### src/rtl/wbps_pkg.sv
// ----------------------------------------------------------------------------
// wbps_pkg
// Shared types and constants of the wildcard byte pattern search block.
// ----------------------------------------------------------------------------
package wbps_pkg;

  // fixed storage of the pattern registers
  localparam int unsigned PAT_BYTES  = 16;
  localparam int unsigned PAT_IDX_W  = 4;
  localparam int unsigned PAT_LEN_W  = 5;
  localparam int unsigned CFG_IDX_W  = 2;
  localparam int unsigned CFG_DATA_W = 64;

  // a pattern byte of this value matches any image byte
  localparam logic [7:0] WILDCARD = 8'h00;

  // configuration register indexes
  typedef enum logic [CFG_IDX_W-1:0] {
    CFG_PATTERN_LOW    = 2'd0,
    CFG_PATTERN_HIGH   = 2'd1,
    CFG_PATTERN_LENGTH = 2'd2
  } cfg_reg_e;

  typedef logic [PAT_BYTES-1:0][7:0] pattern_t;

  // pattern as seen by the compare, length already clamped to 1..max
  typedef struct packed {
    pattern_t               pattern;
    logic [PAT_LEN_W-1:0]   length;
  } cfg_t;

endpackage

### src/rtl/wildcard_byte_pattern_search.sv
// ----------------------------------------------------------------------------
// wildcard_byte_pattern_search
// Streams an image byte by byte and reports the first wildcard pattern match.
// ----------------------------------------------------------------------------
// The block takes one image byte per cycle with no gaps of its own: a byte is
// shifted into the window on the transfer and compared in the next cycle, and
// the result of an image is registered once its last byte leaves the compare
// stage. One result (found flag, start offset of the first match) is given per
// image; the bytes of the next image keep flowing while it waits, and only a
// further last byte stalls while an earlier result has not been taken.
// Pattern bytes of zero match anything; the length is clamped to 1 .. max.
module wildcard_byte_pattern_search #(
  parameter int unsigned MAX_PATTERN_BYTES = 16,
  parameter int unsigned OFFSET_BITS       = 20
) (
  input  logic                              clk_i,
  input  logic                              rst_ni,
  // configuration
  input  logic                              cfg_valid_i,
  output logic                              cfg_ready_o,
  input  logic [wbps_pkg::CFG_IDX_W-1:0]    cfg_index_i,
  input  logic [wbps_pkg::CFG_DATA_W-1:0]   cfg_data_i,
  // image bytes
  input  logic                              in_valid_i,
  output logic                              in_ready_o,
  input  logic [7:0]                        data_byte_i,
  input  logic                              last_byte_i,
  // result
  output logic                              out_valid_o,
  input  logic                              out_ready_i,
  output logic                              found_o,
  output logic [OFFSET_BITS-1:0]            match_offset_o
);
  import wbps_pkg::*;

  localparam int unsigned CNT_W = OFFSET_BITS + 1;

  cfg_t                              cfg;
  logic [MAX_PATTERN_BYTES-1:0][7:0] window;
  logic [CNT_W-1:0]                  count;
  logic [CNT_W-1:0]                  start;
  logic                              hit;

  logic                   s1_valid_q, s1_last_q;
  logic                   latched_q;
  logic [OFFSET_BITS-1:0] first_q;
  logic                   out_valid_q, out_found_q;
  logic [OFFSET_BITS-1:0] out_offset_q;

  logic                   in_xfer, advance, clear, take;
  logic                   new_latched;
  logic [OFFSET_BITS-1:0] new_first;

  assign cfg_ready_o = 1'b1;

  wbps_cfg_regs #(
    .MAX_PATTERN_BYTES(MAX_PATTERN_BYTES)
  ) u_cfg (
    .clk_i      (clk_i),
    .rst_ni     (rst_ni),
    .cfg_valid_i(cfg_valid_i),
    .cfg_index_i(cfg_index_i),
    .cfg_data_i (cfg_data_i),
    .cfg_o      (cfg)
  );

  // pipeline control: only a last byte can be held by a waiting result
  assign advance    = s1_valid_q && (!s1_last_q || !out_valid_q || out_ready_i);
  assign in_ready_o = !s1_valid_q || advance;
  assign in_xfer    = in_valid_i && in_ready_o;
  assign clear      = advance && s1_last_q;

  wbps_window #(
    .MAX_PATTERN_BYTES(MAX_PATTERN_BYTES),
    .OFFSET_BITS      (OFFSET_BITS)
  ) u_window (
    .clk_i      (clk_i),
    .rst_ni     (rst_ni),
    .shift_i    (in_xfer),
    .clear_i    (clear),
    .data_byte_i(data_byte_i),
    .window_o   (window),
    .count_o    (count)
  );

  wbps_match #(
    .MAX_PATTERN_BYTES(MAX_PATTERN_BYTES)
  ) u_match (
    .window_i(window),
    .cfg_i   (cfg),
    .hit_o   (hit)
  );

  // first match latch, offset must fit the result field
  always_comb begin
    start       = count - CNT_W'(cfg.length);
    take        = s1_valid_q && !latched_q && hit &&
                  (count >= CNT_W'(cfg.length)) && !start[OFFSET_BITS];
    new_latched = latched_q || take;
    new_first   = take ? start[OFFSET_BITS-1:0] : first_q;
  end

  // compare stage valid
  always_ff @(posedge clk_i or negedge rst_ni) begin
    if (!rst_ni) begin
      s1_valid_q <= 1'b0;
      s1_last_q  <= 1'b0;
    end else begin
      if (in_xfer) begin
        s1_valid_q <= 1'b1;
        s1_last_q  <= last_byte_i;
      end else if (advance) begin
        s1_valid_q <= 1'b0;
      end
    end
  end

  // per-image match state
  always_ff @(posedge clk_i or negedge rst_ni) begin
    if (!rst_ni) begin
      latched_q <= 1'b0;
      first_q   <= '0;
    end else if (advance) begin
      if (s1_last_q) begin
        latched_q <= 1'b0;
        first_q   <= '0;
      end else begin
        latched_q <= new_latched;
        first_q   <= new_first;
      end
    end
  end

  // result register
  always_ff @(posedge clk_i or negedge rst_ni) begin
    if (!rst_ni) begin
      out_valid_q <= 1'b0;
    end else if (clear) begin
      out_valid_q <= 1'b1;
    end else if (out_ready_i) begin
      out_valid_q <= 1'b0;
    end
  end

  always_ff @(posedge clk_i) begin
    if (clear) begin
      out_found_q  <= new_latched;
      out_offset_q <= new_latched ? new_first : '0;
    end
  end

  assign out_valid_o    = out_valid_q;
  assign found_o        = out_found_q;
  assign match_offset_o = out_offset_q;

  // checks
  a_clear_resets_latch: assert property (@(posedge clk_i) disable iff (!rst_ni)
    clear |=> !latched_q)
    else $error("match latch not cleared after end of image");

  a_take_latches: assert property (@(posedge clk_i) disable iff (!rst_ni)
    (take && advance && !s1_last_q) |=> (latched_q && first_q == $past(start[OFFSET_BITS-1:0])))
    else $error("first match not latched");

  a_no_hit_zero_offset: assert property (@(posedge clk_i) disable iff (!rst_ni)
    (out_valid_o && !found_o) |-> (match_offset_o == '0))
    else $error("offset not zero on a miss");

  a_mid_image_no_stall: assert property (@(posedge clk_i) disable iff (!rst_ni)
    (s1_valid_q && !s1_last_q) |-> in_ready_o)
    else $error("non-final byte stalled the input");

endmodule

### src/rtl/wbps_cfg_regs.sv
// ----------------------------------------------------------------------------
// wbps_cfg_regs
// Pattern and length registers, with the length clamped to the usable range.
// ----------------------------------------------------------------------------
module wbps_cfg_regs #(
  parameter int unsigned MAX_PATTERN_BYTES = 16
) (
  input  logic                                clk_i,
  input  logic                                rst_ni,
  input  logic                                cfg_valid_i,
  input  logic [wbps_pkg::CFG_IDX_W-1:0]      cfg_index_i,
  input  logic [wbps_pkg::CFG_DATA_W-1:0]     cfg_data_i,
  output wbps_pkg::cfg_t                      cfg_o
);
  import wbps_pkg::*;

  logic [CFG_DATA_W-1:0] pat_low_q;
  logic [CFG_DATA_W-1:0] pat_high_q;
  logic [PAT_LEN_W-1:0]  pat_len_q;
  cfg_reg_e              idx;

  assign idx = cfg_reg_e'(cfg_index_i);

  // register writes, unknown indexes are dropped
  always_ff @(posedge clk_i or negedge rst_ni) begin
    if (!rst_ni) begin
      pat_low_q  <= '0;
      pat_high_q <= '0;
      pat_len_q  <= PAT_LEN_W'(1);
    end else if (cfg_valid_i) begin
      unique case (idx)
        CFG_PATTERN_LOW:    pat_low_q  <= cfg_data_i;
        CFG_PATTERN_HIGH:   pat_high_q <= cfg_data_i;
        CFG_PATTERN_LENGTH: pat_len_q  <= cfg_data_i[PAT_LEN_W-1:0];
        default: ;
      endcase
    end
  end

  // byte view of the pattern and clamped length
  always_comb begin
    cfg_o.pattern = pattern_t'({pat_high_q, pat_low_q});
    if (pat_len_q == '0) begin
      cfg_o.length = PAT_LEN_W'(1);
    end else if (pat_len_q > PAT_LEN_W'(MAX_PATTERN_BYTES)) begin
      cfg_o.length = PAT_LEN_W'(MAX_PATTERN_BYTES);
    end else begin
      cfg_o.length = pat_len_q;
    end
  end

endmodule

### src/rtl/wbps_window.sv
// ----------------------------------------------------------------------------
// wbps_window
// Shift window of the latest image bytes and the saturating byte count.
// ----------------------------------------------------------------------------
module wbps_window #(
  parameter int unsigned MAX_PATTERN_BYTES = 16,
  parameter int unsigned OFFSET_BITS       = 20
) (
  input  logic                                  clk_i,
  input  logic                                  rst_ni,
  input  logic                                  shift_i,
  input  logic                                  clear_i,
  input  logic [7:0]                            data_byte_i,
  output logic [MAX_PATTERN_BYTES-1:0][7:0]     window_o,
  output logic [OFFSET_BITS:0]                  count_o
);
  import wbps_pkg::*;

  localparam logic [OFFSET_BITS:0] COUNT_MAX = '1;

  logic [MAX_PATTERN_BYTES-1:0][7:0] window_q, window_d, window_base;
  logic [OFFSET_BITS:0]              count_q, count_d, count_base;

  // a clear of the finished image and the first byte of the next may meet
  always_comb begin
    window_base = clear_i ? '0 : window_q;
    count_base  = clear_i ? '0 : count_q;
    window_d    = window_base;
    count_d     = count_base;
    if (shift_i) begin
      window_d[0] = data_byte_i;
      for (int k = 1; k < int'(MAX_PATTERN_BYTES); k++) begin
        window_d[k] = window_base[k-1];
      end
      if (count_base != COUNT_MAX) begin
        count_d = count_base + 1'b1;
      end
    end
  end

  always_ff @(posedge clk_i or negedge rst_ni) begin
    if (!rst_ni) begin
      window_q <= '0;
      count_q  <= '0;
    end else begin
      window_q <= window_d;
      count_q  <= count_d;
    end
  end

  assign window_o = window_q;
  assign count_o  = count_q;

endmodule

### src/rtl/wbps_match.sv
// ----------------------------------------------------------------------------
// wbps_match
// Parallel wildcard compare of the pattern against the newest window bytes.
// ----------------------------------------------------------------------------
module wbps_match #(
  parameter int unsigned MAX_PATTERN_BYTES = 16
) (
  input  logic [MAX_PATTERN_BYTES-1:0][7:0] window_i,
  input  wbps_pkg::cfg_t                    cfg_i,
  output logic                              hit_o
);
  import wbps_pkg::*;

  logic [MAX_PATTERN_BYTES-1:0] lane_ok;

  // window entry k (newest first) lines up with pattern byte length-1-k
  always_comb begin
    for (int k = 0; k < int'(MAX_PATTERN_BYTES); k++) begin
      logic [PAT_LEN_W-1:0] pidx;
      logic [7:0]           pbyte;
      pidx       = cfg_i.length - PAT_LEN_W'(1) - PAT_LEN_W'(k);
      pbyte      = cfg_i.pattern[pidx[PAT_IDX_W-1:0]];
      lane_ok[k] = (PAT_LEN_W'(k) >= cfg_i.length) || (pbyte == WILDCARD) ||
                   (pbyte == window_i[k]);
    end
  end

  assign hit_o = &lane_ok;

endmodule

### config.mk
export PLATFORM = sky130hd
export DESIGN_NAME = wildcard_byte_pattern_search
export DESIGN_NICKNAME = d
export VERILOG_FILES = /design/src/rtl/wbps_pkg.sv /design/src/rtl/wildcard_byte_pattern_search.sv /design/src/rtl/wbps_cfg_regs.sv /design/src/rtl/wbps_window.sv /design/src/rtl/wbps_match.sv
export SDC_FILE = /design/constraint.sdc
export NUM_CORES = 1
export LEC_CHECK = 0
export BUFFER_PORTS_ARGS = -buffer_cell sky130_fd_sc_hd__buf_2
export CORE_MARGIN = 5
export CORE_UTILIZATION = 60
export CTS_CLUSTER_SIZE = 30
export DETAILED_ROUTE_END_ITERATION = 6
export PLACE_DENSITY = 0.78
export SYNTH_ARGS = -nofsm -noshare
export SYNTH_HDL_FRONTEND = slang
export SYNTH_HIERARCHICAL = 1
export SYNTH_SLANG_ARGS = --single-unit
### constraint.sdc
create_clock -name clk_i -period 14.95 [get_ports clk_i]
set_input_delay 0 -clock clk_i [delete_from_list [all_inputs] [get_ports clk_i]]
set_output_delay 0 -clock clk_i [all_outputs]
set_load 0.01 [all_outputs]
==> results.txt <==
----------------------------------------------------
[Status]
  Status ... complete, no violations

[Route]
  Via-to-Cell Ratio ... about 6.5
  Number of antenna-violating nets in the routed design ... 0
  WL final ... between 70000 and 80000 um
  Violation count after the first detailed-routing iteration ... between 1.5k and 2k
  Detailed-route via count ... 17.4k
  Number of optimization iterations in the first detailed-route pass ... 6
  Wirelength per Cell ... 27.4 um
  Post-detailed-route DRC marker count ... 0

[Clock tree]
  Number of sinks driven by the clock tree ... 327
  Quantity of gates resized following cts ... 0
  Reg clk slew, reported paths ... ~0.06 ns
  Buffers inserted during post-CTS setup optimization ... 0
  Clock root buffer ... sky130_fd_sc_hd__clkbuf_16
  Hold Buf Count CTS ... 77
  Number of CTS-inserted buffers ... 36
  Maximum level of the CTS H-tree ... 2
  Clock Path Buffers ... 3
  Clock tree from TritonCTS ... done
  Clock latency of the later-clocked register in the worst-skew pair ... around 0.56 ns

[Yosys]
  Number of synthesized flops with an enable pin ... 21
  Number of warning messages in the yosys log ... 6
  Register bit count reported by yosys ... ~330
  Sequential cell area fraction in the yosys report ... a little over a third
  Post-Synthesis Mean Instance Area ... ~11 um2
  Most used DFF post-synth ... sky130_fd_sc_hd__dfrtp_1
  Distinct cell type count of the synthesized netlist ... about 100
  Post-Syn Area ... approximately 0.023 mm2
  Share of flip-flops with an asynchronous set or reset ... between 90% and 100%
  Number of cells produced by synthesis ... ~2.0k
  Synthesized net count ... 2125

[Job]
  # Max-Cap Violations ... 0

[STA]
  Count of final setup violators ... 0
  Shortest period the worst path allows ... 8.25 ns
  Setup repair after global routing missed its margin ... false
  Setup TNS ... 0 ns
  Worst Tran Pin Value ... 1.22 ns
  Worst rel slew slack ... a little under a fifth
  Fraction of the cycle the final worst path needs ... around 55%
  Highest clock frequency the design can meet ... around 120 MHz
  Max-slew violation count ... 0
  Final Hold Viols ... 0
  Final setup skew ... between 0.009 and 0.01 ns

[Power and ir drop]
  Net switching fraction of the power ... between 40% and 50%
  Share of total power in the clock network ... 17.5%
  Final total power ... ~0.0052 W
  Combinational group share of total power ... 60.7%
  Power density over the cells ... just over 200 mW/mm2
  Fraction of power consumed by sequential logic ... a little over a fifth
  Worst IR drop on VDD ... about 0.00012 V
  Reported net switching power ... 0.00244 W
  LEAKAGE ... 11.8 nW
  Internal ... roughly 0.0028 W

[Floorplan]
  Io pins ... between 100 and 150
  DIE AREA ... around 0.042 mm2
  Height of the die ... 206 um
  Standard-cell rows ... 71
  Starting Density ... between 60% and 70%
  Die span in x ... a little over 200 um
  Core ar. ... ~0.038 mm2

[Worst setup path]
  Startpoint types ... flip-flop
  Arrival time at the worst endpoint ... slightly below 9 ns
  Kind of capture point of the worst setup path ... flip-flop
  Launch point of the worst path ... u_cfg/pat_len_q[4]
  Worst path slowest cell ... sky130_fd_sc_hd__dfrtp_1
  Top fanout value on the critical path ... 73
  Cells along the critical path ... a21oi_4 > clkinv_2 > buf_4 > ha_1 > xnor2_4 > buf_4 > nor2_1 > xnor2_4 > mux2i_1 > xnor2_1 > nand4_1 > o21ai_0 > nand4_1 > nor3_1 > and4_1 > nor4bb_1 > nor2b_1 > a211oi_4 > buf_4 > a21oi_2 > o22ai_1
  CP max stage delay ... 0.91 ns
  Startpoint-to-endpoint class of the critical path ... reg2reg
  Crit path top cell by count ... sky130_fd_sc_hd__buf_4
  CP Data Required Time ... around 15 ns
  Reg2reg start ... u_cfg/pat_len_q[4]

[Layout]
  Area growth from synthesis to layout ... 10.8%
  Total Nets Final ... approximately 2.2k
  Share of final-layout standard cells stronger than drive strength 1 ... slightly below 20%
  Most used cells in the layout excluding fill and tap cells ... sky130_fd_sc_hd__mux2i_1 (471), sky130_fd_sc_hd__dfrtp_1 (305), sky130_fd_sc_hd__nor2_1 (180)
  Commonest non-fill, non-tap cell in the layout ... sky130_fd_sc_hd__mux2i_1
  Antenna diode count ... 0
  Area occupied by registers ... 0.00829 mm2
  Area of the multi-input gates ... 0.0137 mm2
  Area of all placed cells without fillers ... between 0.02 and 0.03 mm2
  Filler instances ... 2831

[Global routing]
  Pin count of the biggest net entering global routing ... a little over 90
  Overall global routing resource usage ... a little over a third
  Grt total ovfl ... 0
  Global-route wire length before repair ... around 110000 um
  Number of antenna violations at the first check in global routing ... 0
  Number of global-route vias before repair ... roughly 17k

[Placed design]
  Placer's final routability congestion estimate ... roughly 1.1
  # port buffers ... ~100
  Total cell area at the placement stage ... ~0.023 mm2
  Detailed-placement wirelength estimate ... 54700 um

[Hold path]
  Hold WC Path Type ... in2async

----------------------------------------------------
## critical path: cells and delay by family (launching register included)
| kind | cells | cell delay, ns |
|---|---|---|
| flops | 1 | 0.91 |
| buf+inv | 4 | 1.98 |
| mux | 1 | 0.62 |
| compound gates | 5 | 1.05 |
| simple gates | 7 | 1.84 |
| fa+ha+maj | 1 | 0.61 |
| xor+xnor | 3 | 1.02 |
## power groups by stage
stage,combinational (W),sequential [W],clock (W)
CTS,0.00307,0.00114,0.000925
global placement,0.00300,0.00114,0
finish,0.00317,0.00114,0.000913
floorplan,0.00226,0.00110,0
detailed placement,0.00304,0.00115,0
global route,0.00330,0.00116,0.000962
## flip-flops by register name, summed over array words and instances (netlist names)
register,count
out_valid_o,1
found_o,1
s1_valid_q,1
match_offset_o,20
first_q,20
u_cfg/pat_high_q,64
u_cfg/pat_len_q,5
u_window/window_o,128
u_cfg/pat_low_q,64
latched_q,1
s1_last_q,1
u_window/count_o,21
## cells in the mapped netlist, types with 6 or more instances
cell | instances | area share (%)
sky130_fd_sc_hd__a22o_1 | 8 | 0.31
sky130_fd_sc_hd__buf_12 | 13 | 1.1
sky130_fd_sc_hd__nand4_1 | 28 | 0.76
sky130_fd_sc_hd__buf_4 | 12 | 0.39
sky130_fd_sc_hd__inv_1 | 19 | 0.31
sky130_fd_sc_hd__nand3_1 | 32 | 0.70
sky130_fd_sc_hd__xnor2_1 | 126 | 4.8
sky130_fd_sc_hd__ha_1 | 10 | 0.55
sky130_fd_sc_hd__nor3_1 | 26 | 0.57
sky130_fd_sc_hd__and2_1 | 7 | 0.19
sky130_fd_sc_hd__or4_1 | 9 | 0.29
sky130_fd_sc_hd__mux2_4 | 68 | 4.5
sky130_fd_sc_hd__a211oi_1 | 11 | 0.36
sky130_fd_sc_hd__buf_2 | 43 | 0.94
sky130_fd_sc_hd__dfrtp_1 | 305 | 33
sky130_fd_sc_hd__mux2i_1 | 471 | 21
sky130_fd_sc_hd__xor2_1 | 81 | 3.1
sky130_fd_sc_hd__mux2_2 | 95 | 4.7
sky130_fd_sc_hd__nor2_1 | 181 | 3.0
sky130_fd_sc_hd__o22ai_1 | 10 | 0.27
sky130_fd_sc_hd__clkbuf_1 | 36 | 0.59
sky130_fd_sc_hd__a21oi_1 | 28 | 0.61
sky130_fd_sc_hd__nor2b_1 | 18 | 0.49
sky130_fd_sc_hd__o311ai_0 | 6 | 0.23
sky130_fd_sc_hd__buf_1 | 8 | 0.13
sky130_fd_sc_hd__a31oi_1 | 8 | 0.22
sky130_fd_sc_hd__nor4_1 | 31 | 0.85
sky130_fd_sc_hd__a22oi_1 | 25 | 0.82
sky130_fd_sc_hd__mux4_2 | 36 | 3.5
sky130_fd_sc_hd__nand2_1 | 87 | 1.4
sky130_fd_sc_hd__or3_1 | 7 | 0.19
sky130_fd_sc_hd__edfxtp_1 | 21 | 2.7
sky130_fd_sc_hd__o21ai_1 | 8 | 0.17
sky130_fd_sc_hd__o21ai_0 | 31 | 0.68
sky130_fd_sc_hd__nand2b_1 | 10 | 0.27
sky130_fd_sc_hd__buf_6 | 16 | 0.79
## kinds of logic after synthesis
group / share of synthesized area (%)
compound gates: 5.70
fa+ha+maj: 0.633
other cells: 0.0164
mux: 33.8
simple gates: 10.5
buf+inv: 4.35
xor+xnor: 8.89
flops: 36.1
## layout make-up
cell class                 instances  area share [%]
timing repair buffer             204            5.82
clock buffer                      53            4.08
sequential                       327            32.6
inverter                          21           0.315
clock inverter                    13           0.630
tap                              511            2.52
multi-input combinational       1557            54.0
## metal layers
layer	vias to the layer above	global-route usage (%)	part of all wire, %
met5	-	0	0
met3	177	7.04	8.5
met1	8699	47.6	41
met4	0	14.4	4.7
met2	828	54.8	46
li1	7654	-	-
## per-stage QoR
stage          util (%)  setup slack [ns]  instances  hold slack, ns
2_1_floorplan         -              8.80       2034          -0.296
3_3_place_gp       62.2              7.05       2543          0.0471
3_5_place_dp       62.2              6.80       2543          0.0532
4_1_cts            67.4              6.77       2686          0.0654
5_1_grt            67.4              6.29       2686           0.112
6_report           67.4              6.70       2686          0.0333
## path summary, 6_finish.rpt
kind | to | slack, ns | cells after the start
min | first_q[13] | 0.03 | 2
min in group clk_i | u_cfg/pat_len_q[2] | 0.13 | 3
max reg2reg | first_q[12] | 6.70 | 21
max | first_q[12] | 6.70 | 21
max in group asynchronous | u_window/window_o[112] | 12.66 | 4
min reg2reg | first_q[18] | 0.52 | 2
(Power assumes the default switching activity.)
